### src/rtl/irt_pkg.sv
// ----------------------------------------------------------------------------
// irt_pkg
// Shared types and codes for the interrupt range translator.
// ----------------------------------------------------------------------------
package irt_pkg;

    localparam int MAX_RANGES_DEF = 8;
    localparam int SPI_OFFSET     = 32;
    localparam int OP_W           = 2;
    localparam int ENTRY_W        = 3;
    localparam int NUM_W          = 16;
    localparam int CNT_W          = 4;
    localparam int PADDR_W        = 3;
    localparam int PDATA_W        = 32;

    localparam logic [OP_W-1:0] OP_LOAD = 2'd0;
    localparam logic [OP_W-1:0] OP_P2I  = 2'd1;
    localparam logic [OP_W-1:0] OP_I2P  = 2'd2;

    localparam logic REG_ACTIVE_RANGES = 1'b0;

    localparam logic ST_OK       = 1'b0;
    localparam logic ST_NOTFOUND = 1'b1;

    typedef enum logic [1:0] {
        S_IDLE,
        S_DECODE,
        S_SEARCH,
        S_DONE
    } t_state;

    typedef struct packed {
        logic capture;
        logic do_load;
        logic step;
        logic set_hit;
        logic set_miss;
    } t_dp_cmd;

    typedef struct packed {
        logic is_load;
        logic is_query;
        logic cnt_zero;
        logic hit;
        logic last;
    } t_dp_status;

endpackage

### src/rtl/irt_regs.sv
// ----------------------------------------------------------------------------
// irt_regs
// APB-style register port holding the active range count.
// ----------------------------------------------------------------------------
module irt_regs (
    input  logic                          i_clk,
    input  logic                          i_rst_n,
    input  logic                          psel,
    input  logic                          penable,
    input  logic                          pwrite,
    input  logic [irt_pkg::PADDR_W-1:0]   paddr,
    input  logic [irt_pkg::PDATA_W-1:0]   pwdata,
    output logic [irt_pkg::PDATA_W-1:0]   prdata,
    output logic                          pready,
    output logic [irt_pkg::CNT_W-1:0]     o_active_ranges
);
    import irt_pkg::*;

    logic [CNT_W-1:0] r_active;
    logic [CNT_W-1:0] n_active;
    logic             sel_active;

    assign sel_active = (paddr[2] == REG_ACTIVE_RANGES);
    assign pready     = 1'b1;

    always_comb begin
        n_active = r_active;
        if (psel && penable && pwrite && pready && sel_active) begin
            n_active = pwdata[CNT_W-1:0];
        end
    end

    always_ff @(posedge i_clk) begin
        if (!i_rst_n) begin
            r_active <= '0;
        end else begin
            r_active <= n_active;
        end
    end

    assign prdata          = sel_active ? {{(PDATA_W-CNT_W){1'b0}}, r_active} : '0;
    assign o_active_ranges = r_active;

endmodule

### src/rtl/irt_ctrl.sv
// ----------------------------------------------------------------------------
// irt_ctrl
// Sequencer: decode, walk the range table, strobe the result.
// ----------------------------------------------------------------------------
module irt_ctrl (
    input  logic                  i_clk,
    input  logic                  i_rst_n,
    input  logic                  i_start,
    input  irt_pkg::t_dp_status   i_status,
    output irt_pkg::t_dp_cmd      o_cmd,
    output logic                  o_busy,
    output logic                  o_valid
);
    import irt_pkg::*;

    t_state r_state;
    t_state n_state;

    always_ff @(posedge i_clk) begin
        if (!i_rst_n) begin
            r_state <= S_IDLE;
        end else begin
            r_state <= n_state;
        end
    end

    always_comb begin
        n_state = r_state;
        o_cmd   = '0;
        o_busy  = 1'b1;
        o_valid = 1'b0;
        unique case (r_state)
            S_IDLE: begin
                o_busy = 1'b0;
                if (i_start) begin
                    o_cmd.capture = 1'b1;
                    n_state       = S_DECODE;
                end
            end
            S_DECODE: begin
                if (i_status.is_load) begin
                    o_cmd.do_load = 1'b1;
                    n_state       = S_DONE;
                end else if (i_status.is_query && !i_status.cnt_zero) begin
                    n_state = S_SEARCH;
                end else begin
                    o_cmd.set_miss = 1'b1;
                    n_state        = S_DONE;
                end
            end
            S_SEARCH: begin
                if (i_status.hit) begin
                    o_cmd.set_hit = 1'b1;
                    n_state       = S_DONE;
                end else if (i_status.last) begin
                    o_cmd.set_miss = 1'b1;
                    n_state        = S_DONE;
                end else begin
                    o_cmd.step = 1'b1;
                end
            end
            S_DONE: begin
                o_busy  = 1'b0;
                o_valid = 1'b1;
                if (i_start) begin
                    o_cmd.capture = 1'b1;
                    n_state       = S_DECODE;
                end else begin
                    n_state = S_IDLE;
                end
            end
            default: n_state = S_IDLE;
        endcase
    end

endmodule

### src/rtl/irt_dp.sv
// ----------------------------------------------------------------------------
// irt_dp
// Range table, item registers and the per-entry range compare.
// ----------------------------------------------------------------------------
module irt_dp #(
    parameter int MAX_RANGES = irt_pkg::MAX_RANGES_DEF
) (
    input  logic                          i_clk,
    input  logic                          i_rst_n,
    input  irt_pkg::t_dp_cmd              i_cmd,
    output irt_pkg::t_dp_status           o_dp_status,
    input  logic [irt_pkg::CNT_W-1:0]     i_active_ranges,
    input  logic [irt_pkg::OP_W-1:0]      i_op,
    input  logic [irt_pkg::ENTRY_W-1:0]   i_entry_index,
    input  logic [irt_pkg::NUM_W-1:0]     i_pin_base,
    input  logic [irt_pkg::NUM_W-1:0]     i_spi_base,
    input  logic [irt_pkg::NUM_W-1:0]     i_range_size,
    input  logic [irt_pkg::NUM_W-1:0]     i_query,
    output logic                          o_status,
    output logic [irt_pkg::NUM_W-1:0]     o_value
);
    import irt_pkg::*;

    // the table holds no more entries than entry_index can reach
    localparam int ADDRESSABLE = 1 << ENTRY_W;
    localparam int DEPTH = (MAX_RANGES < ADDRESSABLE) ? MAX_RANGES : ADDRESSABLE;
    localparam int IDX_W = (DEPTH > 1) ? $clog2(DEPTH) : 1;
    localparam logic [CNT_W-1:0] DEPTH_C = CNT_W'(DEPTH);

    logic [NUM_W-1:0]   r_pb_tab [DEPTH];
    logic [NUM_W-1:0]   r_sb_tab [DEPTH];
    logic [NUM_W-1:0]   r_sz_tab [DEPTH];

    logic [OP_W-1:0]    r_op;
    logic [ENTRY_W-1:0] r_entry;
    logic [NUM_W-1:0]   r_pb;
    logic [NUM_W-1:0]   r_sb;
    logic [NUM_W-1:0]   r_sz;
    logic [NUM_W-1:0]   r_q;
    logic [IDX_W-1:0]   r_idx;
    logic               r_status;
    logic [NUM_W-1:0]   r_value;

    logic [CNT_W-1:0]   cnt;
    logic [NUM_W-1:0]   e_pb;
    logic [NUM_W-1:0]   e_sb;
    logic [NUM_W-1:0]   e_sz;
    logic [NUM_W:0]     fwd_hi;
    logic [NUM_W:0]     rev_lo;
    logic [NUM_W+1:0]   rev_hi;
    logic               fwd_hit;
    logic               rev_hit;
    logic [NUM_W-1:0]   fwd_val;
    logic [NUM_W-1:0]   rev_val;
    logic               load_ok;

    assign cnt  = (i_active_ranges > DEPTH_C) ? DEPTH_C : i_active_ranges;
    assign e_pb = r_pb_tab[r_idx];
    assign e_sb = r_sb_tab[r_idx];
    assign e_sz = r_sz_tab[r_idx];

    assign fwd_hi  = {1'b0, e_pb} + {1'b0, e_sz};
    assign fwd_hit = (r_op == OP_P2I) && (r_q >= e_pb) && ({1'b0, r_q} < fwd_hi);
    assign fwd_val = e_sb + (r_q - e_pb) + NUM_W'(SPI_OFFSET);

    assign rev_lo  = {1'b0, e_sb} + (NUM_W+1)'(SPI_OFFSET);
    assign rev_hi  = {1'b0, rev_lo} + {2'b00, e_sz};
    assign rev_hit = (r_op == OP_I2P) && ({1'b0, r_q} >= rev_lo) && ({2'b00, r_q} < rev_hi);
    assign rev_val = e_pb + (r_q - e_sb) - NUM_W'(SPI_OFFSET);

    assign load_ok = ({{(CNT_W-ENTRY_W){1'b0}}, r_entry} < DEPTH_C);

    assign o_dp_status.is_load  = (r_op == OP_LOAD);
    assign o_dp_status.is_query = (r_op == OP_P2I) || (r_op == OP_I2P);
    assign o_dp_status.cnt_zero = (cnt == '0);
    assign o_dp_status.hit      = fwd_hit || rev_hit;
    assign o_dp_status.last     = ((CNT_W'(r_idx) + CNT_W'(1)) == cnt);

    always_ff @(posedge i_clk) begin
        if (!i_rst_n) begin
            for (int i = 0; i < DEPTH; i++) begin
                r_pb_tab[i] <= '0;
                r_sb_tab[i] <= '0;
                r_sz_tab[i] <= '0;
            end
        end else if (i_cmd.do_load && load_ok) begin
            r_pb_tab[r_entry[IDX_W-1:0]] <= r_pb;
            r_sb_tab[r_entry[IDX_W-1:0]] <= r_sb;
            r_sz_tab[r_entry[IDX_W-1:0]] <= r_sz;
        end
    end

    always_ff @(posedge i_clk) begin
        if (i_cmd.capture) begin
            r_op    <= i_op;
            r_entry <= i_entry_index;
            r_pb    <= i_pin_base;
            r_sb    <= i_spi_base;
            r_sz    <= i_range_size;
            r_q     <= i_query;
            r_idx   <= '0;
        end else if (i_cmd.step) begin
            r_idx   <= r_idx + IDX_W'(1);
        end
    end

    always_ff @(posedge i_clk) begin
        if (i_cmd.do_load) begin
            r_status <= ST_OK;
            r_value  <= '0;
        end else if (i_cmd.set_hit) begin
            r_status <= ST_OK;
            r_value  <= fwd_hit ? fwd_val : rev_val;
        end else if (i_cmd.set_miss) begin
            r_status <= ST_NOTFOUND;
            r_value  <= '0;
        end
    end

    assign o_status = r_status;
    assign o_value  = r_value;

endmodule

### src/rtl/interrupt_range_translator.sv
// ----------------------------------------------------------------------------
// interrupt_range_translator
// Pin to interrupt and interrupt to pin translation over a range table.
// ----------------------------------------------------------------------------
// An item is taken when i_start is high and o_busy is low. Its result shows
// on o_status/o_value for exactly one cycle with o_valid high; there is no
// back-pressure, so the receiver must take it then. For a load or an item that
// searches nothing, the item passes through the decode state and the result
// is strobed from the done state; a query also walks the table in the search
// state, up to the first match or min(active_ranges, entries in table)
// entries. The table is compared one entry per cycle. o_busy drops in the
// strobe cycle, so the next item may start then.
module interrupt_range_translator #(
    parameter int MAX_RANGES = irt_pkg::MAX_RANGES_DEF
) (
    input  logic                          i_clk,
    input  logic                          i_rst_n,
    input  logic                          psel,
    input  logic                          penable,
    input  logic                          pwrite,
    input  logic [irt_pkg::PADDR_W-1:0]   paddr,
    input  logic [irt_pkg::PDATA_W-1:0]   pwdata,
    output logic [irt_pkg::PDATA_W-1:0]   prdata,
    output logic                          pready,
    input  logic                          i_start,
    output logic                          o_busy,
    input  logic [irt_pkg::OP_W-1:0]      i_op,
    input  logic [irt_pkg::ENTRY_W-1:0]   i_entry_index,
    input  logic [irt_pkg::NUM_W-1:0]     i_pin_base,
    input  logic [irt_pkg::NUM_W-1:0]     i_spi_base,
    input  logic [irt_pkg::NUM_W-1:0]     i_range_size,
    input  logic [irt_pkg::NUM_W-1:0]     i_query,
    output logic                          o_valid,
    output logic                          o_status,
    output logic [irt_pkg::NUM_W-1:0]     o_value
);
    import irt_pkg::*;

    logic [CNT_W-1:0] active_ranges;
    t_dp_cmd          dp_cmd;
    t_dp_status       dp_status;

    irt_regs u_regs (
        .i_clk           (i_clk),
        .i_rst_n         (i_rst_n),
        .psel            (psel),
        .penable         (penable),
        .pwrite          (pwrite),
        .paddr           (paddr),
        .pwdata          (pwdata),
        .prdata          (prdata),
        .pready          (pready),
        .o_active_ranges (active_ranges)
    );

    irt_ctrl u_ctrl (
        .i_clk    (i_clk),
        .i_rst_n  (i_rst_n),
        .i_start  (i_start),
        .i_status (dp_status),
        .o_cmd    (dp_cmd),
        .o_busy   (o_busy),
        .o_valid  (o_valid)
    );

    irt_dp #(
        .MAX_RANGES (MAX_RANGES)
    ) u_dp (
        .i_clk           (i_clk),
        .i_rst_n         (i_rst_n),
        .i_cmd           (dp_cmd),
        .o_dp_status     (dp_status),
        .i_active_ranges (active_ranges),
        .i_op            (i_op),
        .i_entry_index   (i_entry_index),
        .i_pin_base      (i_pin_base),
        .i_spi_base      (i_spi_base),
        .i_range_size    (i_range_size),
        .i_query         (i_query),
        .o_status        (o_status),
        .o_value         (o_value)
    );

endmodule
### config.mk
export PLATFORM = sky130hd
export DESIGN_NAME = interrupt_range_translator
export DESIGN_NICKNAME = d
export VERILOG_FILES = /design/src/rtl/irt_pkg.sv /design/src/rtl/irt_regs.sv /design/src/rtl/irt_ctrl.sv /design/src/rtl/irt_dp.sv /design/src/rtl/interrupt_range_translator.sv
export SDC_FILE = /design/constraint.sdc
export NUM_CORES = 1
export LEC_CHECK = 0
export CORE_MARGIN = 2
export CORE_UTILIZATION = 33
export CTS_CLUSTER_SIZE = 28
export DETAILED_ROUTE_END_ITERATION = 12
export DONT_BUFFER_PORTS = 1
export PLACE_DENSITY = 0.48
export SETUP_SLACK_MARGIN = 0.2
export SLEW_MARGIN = 20
export SYNTH_ARGS = -nofsm -noshare
export SYNTH_HDL_FRONTEND = slang
export SYNTH_SLANG_ARGS = --single-unit
export TNS_END_PERCENT = 5
### constraint.sdc
create_clock -name i_clk -period 6.2 [get_ports i_clk]
set_input_delay 1.24 -clock i_clk [delete_from_list [all_inputs] [get_ports i_clk]]
set_output_delay 1.24 -clock i_clk [all_outputs]
set_load 0.01 [all_outputs]
==> flow_metrics.tcl, run 1 <==
set metrics [dict create \
    power.density_nw_per_um2 407 \
    synth_top_flop_cell "edfxtp_1" \
    remaining_drc_errors 0 \
    grt_pass1_vias 16511 \
    postPlaceCellArea_um2 28200 \
    drt_wl_total_mm 72.4 \
    synthToLayoutAreaGrowth_pct 14.9 \
    crit_path_start_kind "flop" \
    synthArstFlopShare_pct 0 \
    finalWorstSetupSlack_ns 0.523 \
    postLayoutCellArea_um2 30400 \
    clock_skew_ns 0.0318 \
    ant_nets 0 \
    clock_sinks 482 \
    io_pins 162 \
    crit_required_ns 6.72 \
    seq_area_frac_synth_pct 53.6 \
    critical_path_arrival_ns 6.19 \
    final_hold_viol_count 0 \
    rows 103 \
    drive_gt1_share_pct 16.6 \
    antennaDiodeCount 0 \
    totalPowerFinal_w 0.0124 \
    antenna_found_initial 4 \
    grt_start_max_net_pins 49 \
    status "completed" \
    maxCapViolations 0 \
    grt_pass1_wl_mm 107 \
    post-dp-hpwl_mm 44.7 \
    synth_cell_types 72 \
    fmax_mhz 176 \
    drt-pass1-iter-count 5 \
    clk-insertion-delay-late_ns 0.64 \
    hold_ws_ns 0.512 \
    path_clk_slew_ns 0.06 \
    setup_viol 0 \
    gp_congestion 0.812 \
    ff2ff_setup_slack_ns 0.52 \
    die_w_um 287 \
    fin_crit_sh_pct 91.6 \
    synth_edf_count 453 \
    cts_buffer_depth 3 \
    root_buffer "clkbuf_16" \
    fin_crit_ns 5.68 \
    synth-seq-cells 482 \
    rsz0062_at_grt "true" \
    grt_overflow 0 \
    num_vias 15830 \
    layout_common_cells "edfxtp_1 (453), and2_1 (388), ha_1 (172)" \
    post_drt_wl_per_cell_um 22.8 \
    crit_type "reg -> reg" \
    die-area_um2 82400 \
    hp-class "reg -> reg" \
    viasPerCell 4.99 \
    netlist_area_um2 26400 \
    grt_use_total_pct 17.5 \
    postCtsHoldBufs 0 \
    cts_tree "built" \
    start_util_pct 33.4 \
    cts_buffers 56 \
    synthCells 1984 \
    fin_tns_setup_ns 0 \
    ctsHtreeMaxLevel 2 \
    pre_cts_ws_ns 0.0916 \
    max-slew-margin-rel_pct 33.4 \
    cp_max_fo 13 \
    peakVddDrop_mv 0.225 \
    ys_warn_count 0 \
    end_kind "flop" \
    p_leak_nw 11.8 \
    nNetsFinal 2392 \
    finalMaxSlewViolations 0 \
    avgSynthCellArea_um2 13.3 \
    drtIter0Drc 1243 \
    layout_commonest_cell "edfxtp_1" \
    die_height_um 287 \
    portBuffers 0 \
    max_slew.worst_pin.slew_ns 0.999 \
    core_area_um2 79100 \
]
-- stage by stage --
stage	std cells	utilization [%]
after floorplan	2011	-
after global placement	3043	35.6
after detailed placement	3043	35.6
after CTS	3146	37.9
after global routing	3171	38.4
final	3171	38.4
-- Yosys cell counts (3+ instances only) --
library cell / count / area share [%]
a2111oi_0: 3 / 0.099
a211o_1: 12 / 0.40
a211oi_1: 7 / 0.20
a21o_1: 21 / 0.60
a21oi_1: 72 / 1.4
a31oi_1: 5 / 0.12
a41o_1: 4 / 0.15
and2_1: 388 / 9.2
and3_1: 10 / 0.24
buf_1: 14 / 0.20
buf_2: 5 / 0.095
buf_4: 33 / 0.94
clkbuf_1: 51 / 0.72
dfxtp_1: 29 / 2.2
edfxtp_1: 453 / 51
fa_1: 32 / 2.4
ha_1: 174 / 8.2
inv_1: 139 / 2.0
mux2_2: 15 / 0.64
mux2i_1: 39 / 1.5
mux2i_2: 3 / 0.16
mux4_1: 8 / 0.80
mux4_2: 88 / 7.5
nand2_1: 47 / 0.67
nand2b_1: 13 / 0.31
nand3_1: 32 / 0.61
nand3b_1: 3 / 0.085
nand4_1: 5 / 0.12
nor2_1: 58 / 0.82
nor2b_1: 18 / 0.43
nor3_1: 23 / 0.44
o211a_1: 3 / 0.11
o211ai_1: 6 / 0.17
o21a_1: 9 / 0.26
o21ai_0: 39 / 0.74
o21bai_1: 5 / 0.14
o31ai_1: 3 / 0.085
o41ai_1: 3 / 0.099
or2_1: 3 / 0.071
or3_1: 7 / 0.17
xnor2_1: 41 / 1.4
xor2_1: 22 / 0.73
-- worst paths after layout --
kind / start / depth (start not counted) / end
worst min-delay path: u_dp.o_value[4] / 2 / u_dp.o_value[4]
worst min register to register: u_dp.o_value[4] / 2 / u_dp.o_value[4]
worst max register to register: flop / 24 / flop
worst max-delay path: flop / 24 / flop
-- timing repair --
action	CTS	global route
endpoints found under the hold margin	0	0
pin swaps	0	7
setup endpoints to repair	17	25
buffers inserted	0	23
gates resized for setup	6	34
gates cloned	0	2
-- layer usage --
layer	share of wire, %	up-vias	wire length (um)	global-route usage (%)
met5	0.070	-	51	0
met4	1.6	8	1130	3.45
met3	4.1	83	2940	2.46
met2	48	316	34600	29.1
met1	47	8103	33700	24.3
li1	-	7320	-	-
-- worst max-delay path: stages, from the launching register on --
cell and delay, ns:
dfxtp_4 0.44, buf_12 0.18, buf_4 0.13, buf_4 0.10
mux4_2 0.47, mux2i_1 0.16, buf_4 0.20, inv_1 0.11
ha_1 0.32, inv_1 0.06, o21ai_0 0.18, a21oi_1 0.13
o21ai_1 0.25, a21oi_2 0.11, a211o_1 0.32, nor4bb_1 0.29
a211oi_1 0.09, ha_1 0.32, o211ai_1 0.09, o31ai_1 0.29
o311ai_2 0.25, buf_4 0.21, a211o_1 0.33, or3_1 0.34
a21oi_2 0.19
-- cell type report --
cell class,instances,area [um2]
fill,7617,48800
clock inverter,29,249
clock buffer,74,1510
sequential,482,14200
multi-input combinational,1284,11600
inverter,139,522
timing repair buffer,113,1020
tap,1050,1310
-- where the power goes --
group	internal, W	switching, W	total (W)
Sequential	0.00388	0.000278	0.00416
Combinational	0.00220	0.00280	0.00501
Clock	0.00180	0.00138	0.00318
-- flip-flops by register name (all words and copies together), names as in the netlist, named ones only --
name,flops
u_dp.r_op,2
u_ctrl.r_state,2
u_dp.o_status,1
u_dp.r_entry,3
u_dp.r_sz,16
u_dp.r_pb_tab,128
u_dp.o_value,16
u_dp.r_sz_tab,128
u_dp.r_sb,16
u_dp.r_q,16
u_regs.o_active_ranges,4
u_dp.r_idx,3
u_dp.r_sb_tab,128
u_dp.r_pb,16
-- kinds of logic (layout without fill, tap and decap cells) --
group | count (synthesis) | in the layout | synth area share [%]
buffers and inverters | 245 | 355 | 4.12
adder cells (fa/ha/maj) | 206 | 206 | 10.7
AO/OA/AOI/OAI | 212 | 212 | 5.27
flip-flops | 482 | 482 | 53.6
multiplexers | 153 | 153 | 10.6
other | 2 | 29 | 0.0284
AND/OR/NAND/NOR | 621 | 621 | 13.6
XOR/XNOR | 63 | 63 | 2.09
No activity file was read; power rests on OpenSTA's default activity.
==> run 2, diff against run 1 <==
--- a/config.mk
+++ b/config.mk
@@ -10,6 +10,7 @@
 export CTS_CLUSTER_SIZE = 28
 export DETAILED_ROUTE_END_ITERATION = 12
 export DONT_BUFFER_PORTS = 1
+export MAX_ROUTING_LAYER = met4
 export PLACE_DENSITY = 0.48
 export SETUP_SLACK_MARGIN = 0.2
 export SLEW_MARGIN = 20
==> flow_metrics.tcl, run 2 (synthesized netlist as in run 1, its figures left out) <==
set metrics [dict create \
    drtIter0Drc 1216 \
    start_util_pct 33.4 \
    path_clk_slew_ns 0.06 \
    power.internal_w 0.00789 \
    ctsHtreeMaxLevel 2 \
    num_vias 15789 \
    drt_wl_total_mm 72.3 \
    core_area_um2 79100 \
    rsz0062_at_grt "true" \
    finalMaxSlewViolations 0 \
    portBuffers 0 \
    final_cells 3175 \
    status "completed" \
    pre_cts_ws_ns 0.0916 \
    rows 103 \
    gp_congestion 0.824 \
    met3_usage_pct 2.44 \
    post_drt_wl_per_cell_um 22.8 \
    reg.largest.list "u_dp.r_pb_tab: 128 flops, u_dp.r_sb_tab: 128 flops, u_dp.r_sz_tab: 128 flops" \
    max_slew.worst_pin.slew_ns 1.00 \
    power_frac_comb_pct 40.6 \
    root_buffer "clkbuf_16" \
    die_height_um 287 \
    hp-class "reg -> reg" \
    final_hold_viol_count 0 \
    clk-insertion-delay-late_ns 0.64 \
    grt_overflow 0 \
    grt_busiest_layer "met2" \
    setup_viol 0 \
    cp_max_fo 25 \
    max-slew-margin-rel_pct 33.1 \
    post-dp-hpwl_mm 44.7 \
    die-area_um2 82400 \
    cts_tree "built" \
    end_kind "flop" \
    p_sw_w 0.00447 \
    drive_gt1_share_pct 16.5 \
    synthToLayoutAreaGrowth_pct 15.0 \
    clock_skew_ns 0.0323 \
    drt-pass1-iter-count 5 \
    p_seq_share_pct 33.7 \
    critical_path_arrival_ns 6.26 \
    remaining_drc_errors 0 \
    fin_tns_setup_ns 0 \
    fillCellCount 7610 \
    fin_crit_ns 5.74 \
    clock_sinks 482 \
    grt_pass1_vias 16502 \
    grt.met2_usage_pct 29.1 \
    postLayoutCellArea_um2 30400 \
    die_w_um 287 \
    antenna_found_initial 4 \
    hold_ws_ns 0.512 \
    fmax_mhz 174 \
    grt_pass1_wl_mm 107 \
    layout_commonest_cell "edfxtp_1" \
    ant_nets 0 \
    p_leak_nw 11.8 \
    crit_type "reg -> reg" \
    layout_common_cells "edfxtp_1 (453), and2_1 (388), ha_1 (172)" \
    grt_start_max_net_pins 49 \
    grt_use_total_pct 18.0 \
    finalWorstSetupSlack_ns 0.457 \
    cts_buffers 56 \
    power.density_nw_per_um2 407 \
    maxCapViolations 0 \
    ff2ff_setup_slack_ns 0.46 \
    cts_buffer_depth 3 \
    viasPerCell 4.97 \
    crit_required_ns 6.72 \
    io_pins 162 \
    crit_path_start_kind "flop" \
    clockPowerShare_pct 25.8 \
    dp_cells 3043 \
    postCtsHoldBufs 0 \
    sw_frac_of_total_pct 36.2 \
    peakVddDrop_mv 0.225 \
    use_met1_pct 24.4 \
    postPlaceCellArea_um2 28200 \
    fin_crit_sh_pct 92.6 \
    nNetsFinal 2392 \
]
==> run 2: cell types whose count changed in the layout (fill, tap and decap cells not counted) <==
cell       delta
a21oi_1       +1
diode_2       +4
a2111oi_4     +1
a2111oi_2     -1
a21oi_2       -1
==> run 2: worst paths after layout <==
check                  start  depth (start not counted)               to
max reg2reg             flop                         22             flop
max                     flop                         22             flop
min          u_dp.o_value[4]                          2  u_dp.o_value[4]
min reg2reg  u_dp.o_value[4]                          2  u_dp.o_value[4]
==> run 2: area by class of cell <==
class	instances	area, um2	area share, %
repair buffers	113	1020	3.37
multi-input cells	1284	11600	38.1
well taps	1050	1310	4.32
clock inverters	29	249	0.819
clock buffers	74	1510	4.97
flip-flops and latches	482	14200	46.7
inverters	139	522	1.72
diodes	4	10.0	0.0329
==> run 2: metal layers <==
metal	share of wire, %	routed length [um]
met1	47	33700
met3	3.9	2840
met5	0	0
met2	48	34600
met4	1.6	1130
==> run 2: critical path: stages, from the launching register on <==
cell	delay [ns]
dfxtp_4	0.40
buf_12	0.23
mux4_1	0.65
mux2i_4	0.28
buf_4	0.21
inv_1	0.10
xnor2_2	0.31
ha_1	0.30
and3_1	0.17
a21oi_1	0.17
o211ai_1	0.15
a21oi_2	0.21
o21bai_1	0.08
a21oi_1	0.18
xor2_1	0.11
ha_1	0.34
o211ai_1	0.10
o31ai_1	0.30
o311ai_2	0.26
buf_4	0.21
a211o_1	0.33
or3_1	0.34
a21oi_2	0.20
==> run 2: power by group through the flow <==
stage          combinational (W)  sequential (W)  clock [W]
3_3_place_gp             0.00481         0.00423          0
4_1_cts                  0.00491         0.00418    0.00329
6_report                 0.00502         0.00416    0.00319
5_1_grt                  0.00566         0.00421    0.00340
3_5_place_dp             0.00486         0.00424          0
2_1_floorplan            0.00354         0.00413          0
==> run 2: per-stage QoR <==
stage               power, W  util, %
finish                0.0124     38.4
global route          0.0133     38.4
CTS                   0.0124     37.9
detailed placement   0.00910     35.6
global placement     0.00904     35.6
floorplan            0.00767        -
==> run 2: repair_timing <==
item | CTS | global route
setup buffers | 0 | 23
setup endpoints to repair | 17 | 25
pin swaps | 0 | 7
cloned | 0 | 2
gates resized for setup | 6 | 34
endpoints found under the hold margin | 0 | 0
